--- src/rtl/sri_pkg.sv ---
package sri_pkg;

  localparam int LIMIT_WIDTH = 49;

  typedef enum logic [1:0] {
    OUTC_MISS      = 2'd0,
    OUTC_HIT       = 2'd1,
    OUTC_COLLINEAR = 2'd2,
    OUTC_PARALLEL  = 2'd3
  } outcome_e;

  typedef enum logic {
    REG_NEAR_ZERO = 1'b0,
    REG_RAY_MODE  = 1'b1
  } reg_idx_e;

  typedef struct packed {
    logic full;
    logic empty;
  } q_stat_t;

endpackage

--- src/rtl/sri_queue.sv ---
module sri_queue #(
  parameter int EW = 8
) (
  input  logic             clk_i,
  input  logic             rst_ni,
  input  logic             push_i,
  input  logic [EW-1:0]    entry_i,
  input  logic             pop_i,
  output logic [EW-1:0]    entry_o,
  output sri_pkg::q_stat_t stat_o
);
  import sri_pkg::*;

  localparam int DEPTH = 4;
  localparam int AW    = $clog2(DEPTH);

  logic [EW-1:0] slot_q [DEPTH];
  logic [AW-1:0] wr_q, rd_q;
  logic [AW:0]   cnt_q;

  assign entry_o      = slot_q[rd_q];
  assign stat_o.full  = cnt_q == (AW + 1)'(DEPTH);
  assign stat_o.empty = cnt_q == '0;

  always_ff @(posedge clk_i or negedge rst_ni) begin
    if (!rst_ni) begin
      wr_q  <= '0;
      rd_q  <= '0;
      cnt_q <= '0;
    end else begin
      if (push_i) begin
        wr_q <= wr_q + 1'b1;
      end
      if (pop_i) begin
        rd_q <= rd_q + 1'b1;
      end
      if (push_i && !pop_i) begin
        cnt_q <= cnt_q + 1'b1;
      end else if (pop_i && !push_i) begin
        cnt_q <= cnt_q - 1'b1;
      end
    end
  end

  always_ff @(posedge clk_i) begin
    if (push_i) begin
      slot_q[wr_q] <= entry_i;
    end
  end

endmodule

--- config.mk ---
export PLATFORM = sky130hd
export DESIGN_NAME = sri_queue
export DESIGN_NICKNAME = d
export VERILOG_FILES = /design/src/rtl/sri_pkg.sv /design/src/rtl/sri_queue.sv
export SDC_FILE = /design/constraint.sdc
export NUM_CORES = 1
export LEC_CHECK = 0
export BUFFER_PORTS_ARGS = -buffer_cell sky130_fd_sc_hd__buf_4
export CAP_MARGIN = 15
export CORE_MARGIN = 2
export CORE_UTILIZATION = 54
export DETAILED_ROUTE_END_ITERATION = 7
export GPL_TIMING_DRIVEN = 0
export HOLD_SLACK_MARGIN = 0.02
export PLACE_DENSITY = 0.76
export SLEW_MARGIN = 20
export SYNTH_ARGS = -nofsm -noshare
export SYNTH_HDL_FRONTEND = slang
export SYNTH_SLANG_ARGS = --single-unit
--- constraint.sdc ---
create_clock -name clk_i -period 2.19 [get_ports clk_i]
set_input_delay 0.1095 -clock clk_i [delete_from_list [all_inputs] [get_ports clk_i]]
set_output_delay 0.1095 -clock clk_i [all_outputs]
set_load 0.01 [all_outputs]
==> impl_results.md <==
* Leak Pwr at 0.7249 nW
* Vias at 775
* Count of input and output buffers at 21
* HPWL after DPL at 1610 um
* Fin cells at 147
* Fin Setup TNS at 0 ns
* CTS tree: built
* Vias per inst at 5.272
* Area of the multi-input gates at 380.4 um^2
* Syn_nets at 94
* Core box area at 2734 um^2
* Slew @ Worst Pin at 0.4585 ns
* Post-route minimum period at 1.667 ns
* Die width at 57.54 um
* Slew HR at 69.43%
* CTS Sinks at 39
* Bufs on Longest Clock Path at 2
* Share of layout cells above drive strength 1 at 32.76%
* Pwr/cell area at 1165 nW/um^2
* CP max stage cell: mux4_2
* DRT antenna net count at 0
* Max Cap Viol at 0
* Routed WL at 2632 um
* Fin worst setup slack at 0.5226 ns
* DRC viols at 0
* Area of the mapped netlist at 1548 um^2
* R2R Path Start: wr_q[0]$_DFFE_PN0P_
* Register area at 1136 um^2
* Max Fanout on Critical Path at 10
* Commonest non-fill, non-tap cell in the layout: edfxtp_1
* Die ar. at 3310 um^2
* Total CTS buffers at 5
* Ant. Diodes at 0
* TritonRoute pass-1 iters at 3
* Slowest stage delay, CP at 0.52 ns
* Post-DP Area at 1744 um^2
* P&R area growth vs syn at 23.04%
* Startpoint Class: flop
* Setup Fix Bufs, Post-CTS at 0
* Htree depth at 2
* RSZ-0062 raised after global routing: no
* Worst Path Required at 2.08 ns
* Hold Path Class: in -> async
* Final Cycle Share at 76.14%
* I/O pins at 22
* Flops & latches, synth at 39
* Initial antenna violation count at 0
* Die height at 57.54 um
* WL/cell at 17.90 um
* Initial Util at 56.61%
* CP arrival at 1.56 ns
* CP Capture Type: primary output
* Slew Viols, Final at 0
* Setup slack, reg-to-reg at 0.75 ns
* Setup violations, final at 0
* Hold Vio Cnt, Final at 0
* Final core utilization at 69.66%
* Worst Skew at 0.01385 ns
* Total GRT Usage at 17.81%
* Worst flop-to-flop path endpoint: slot_q[0][7]$_DFFE_PP_
* Reg clk slew, reported paths at 0.11 ns
* Run status: finished clean
* Placer Congestion at 0.7797
* Filler cells at 188
* Commonest cells after routing, fill and taps aside: 32 x edfxtp_1, 21 x buf_4, 11 x dlygate4sd3_1
* Largest net degree at the start of global routing at 12
* Cells after Synth at 76
* Fmax at 599.7 MHz
* Final instance area at 1904 um^2
* Cell Count Post-Placement at 128
* Synth Warn # at 0
* GRT overflow at 0
* Setup Slack @ Placement at 0.7661 ns
* First-pass GRT wire length at 4133 um
* Syn Area/Cell at 20.36 um^2
* Clock Tree Root: clkbuf_4
* Layout Nets at 133
* Iteration-0 DRC count of the detailed router at 15
* CP Cell Sequence: buf_6 -> mux4_2 -> buf_4
* R2R cell count at 3
* Worst Setup Path Type: reg -> out
* Synth unique cells at 17
* Worst skew pair latency at 0.33 ns
* Post-synthesis sequential area ratio at 73.40%
* CP top delay family: multiplexers
* Rows at 19
* Vias in the first global route at 840
* Max IR drop VDD at 975.0 uV
* Buf/Inv on CP at 2
## cells by family (layout without fill, tap and decap cells)
family | after synthesis | in the layout | synth area share [%]
buffers and inverters | 6 | 46 | 2.020
flip-flops | 39 | 39 | 73.40
multiplexers | 9 | 9 | 12.37
AND/OR/NAND/NOR | 9 | 9 | 3.152
AO/OA/AOI/OAI | 1 | 1 | 0.3231
adder cells (fa/ha/maj) | 6 | 6 | 5.336
XOR/XNOR | 6 | 6 | 3.395
## power by group
part | total (mW) | switching (mW) | internal [mW]
clock | 0.341 | 0.216 | 0.125
sequential | 1.08 | 0.0842 | 0.994
combinational | 0.799 | 0.371 | 0.428
## sequential cells by signal (all words and copies together), names as in the netlist
register / cells
wr_q: 2
cnt_q: 3
slot_q: 32
rd_q: 2
## cell type report
type                            instances  area share, %
Tap cell                               31          2.037
Multi-Input combinational cell         31          19.97
Clock buffer                            7          2.365
Timing Repair Buffer                   32          14.06
Inverter                                4         0.7884
Clock inverter                          1         0.2628
Buffer                                  2         0.8541
Sequential cell                        39          59.66
## per-layer routing
metal | vias up | track usage, % | routed length (um)
met4 | 0 | 7.973 | 41
li1 | 366 | - | -
met1 | 389 | 21.99 | 1068
met5 | - | 0 | 0
met2 | 15 | 29.38 | 1433
met3 | 5 | 4.989 | 88
## cell usage after synthesis (all sizes together)
| cell | n | area, um^2 |
|---|---|---|
| inv | 4 | 15.01 |
| nor3b | 1 | 7.510 |
| mux2 | 1 | 11.26 |
| and2 | 4 | 25.02 |
| fa | 1 | 20.02 |
| nor2 | 1 | 3.750 |
| mux4 | 8 | 180.2 |
| buf | 2 | 16.26 |
| nand2 | 2 | 7.510 |
| edfxtp | 32 | 960.9 |
| ha | 5 | 62.56 |
| xnor2 | 2 | 17.52 |
| xor2 | 4 | 35.03 |
| o21ai | 1 | 5.000 |
| dfrtp | 7 | 175.2 |
| nor3 | 1 | 5.000 |
## timing repair
item,CTS,global route
endpoints found under the setup margin,0,0
hold endpoints to repair,42,0
resized for setup,0,0
hold buffers,11,0
## worst max-delay path by stage
stage / start / end / slack [ns] / cells past startpoint
after floorplan: cnt_q[0]$_DFFE_PN0P_ / cnt_q[2]$_DFFE_PN0P_ / 0.87 / 4
after global placement: wr_q[0]$_DFFE_PN0P_ / slot_q[0][1]$_DFFE_PP_ / 0.77 / 3
after detailed placement: wr_q[1]$_DFFE_PN0P_ / slot_q[1][4]$_DFFE_PP_ / 0.77 / 3
after CTS: rd_q[0]$_DFFE_PN0P_ / entry_o[2] / 0.50 / 3
after global routing: pop_i / cnt_q[2]$_DFFE_PN0P_ / 0.45 / 9
final: rd_q[0]$_DFFE_PN0P_ / entry_o[2] / 0.52 / 3
## through the flow
step                      power [mW]  hold WS [ns]
after global routing           2.345        0.1164
after CTS                      2.246        0.1028
final                          2.218        0.1096
after detailed placement       1.892      -0.07175
after floorplan                1.579       -0.1861
after global placement         1.857      -0.07319
No activity file was read; power rests on OpenSTA's default activity.
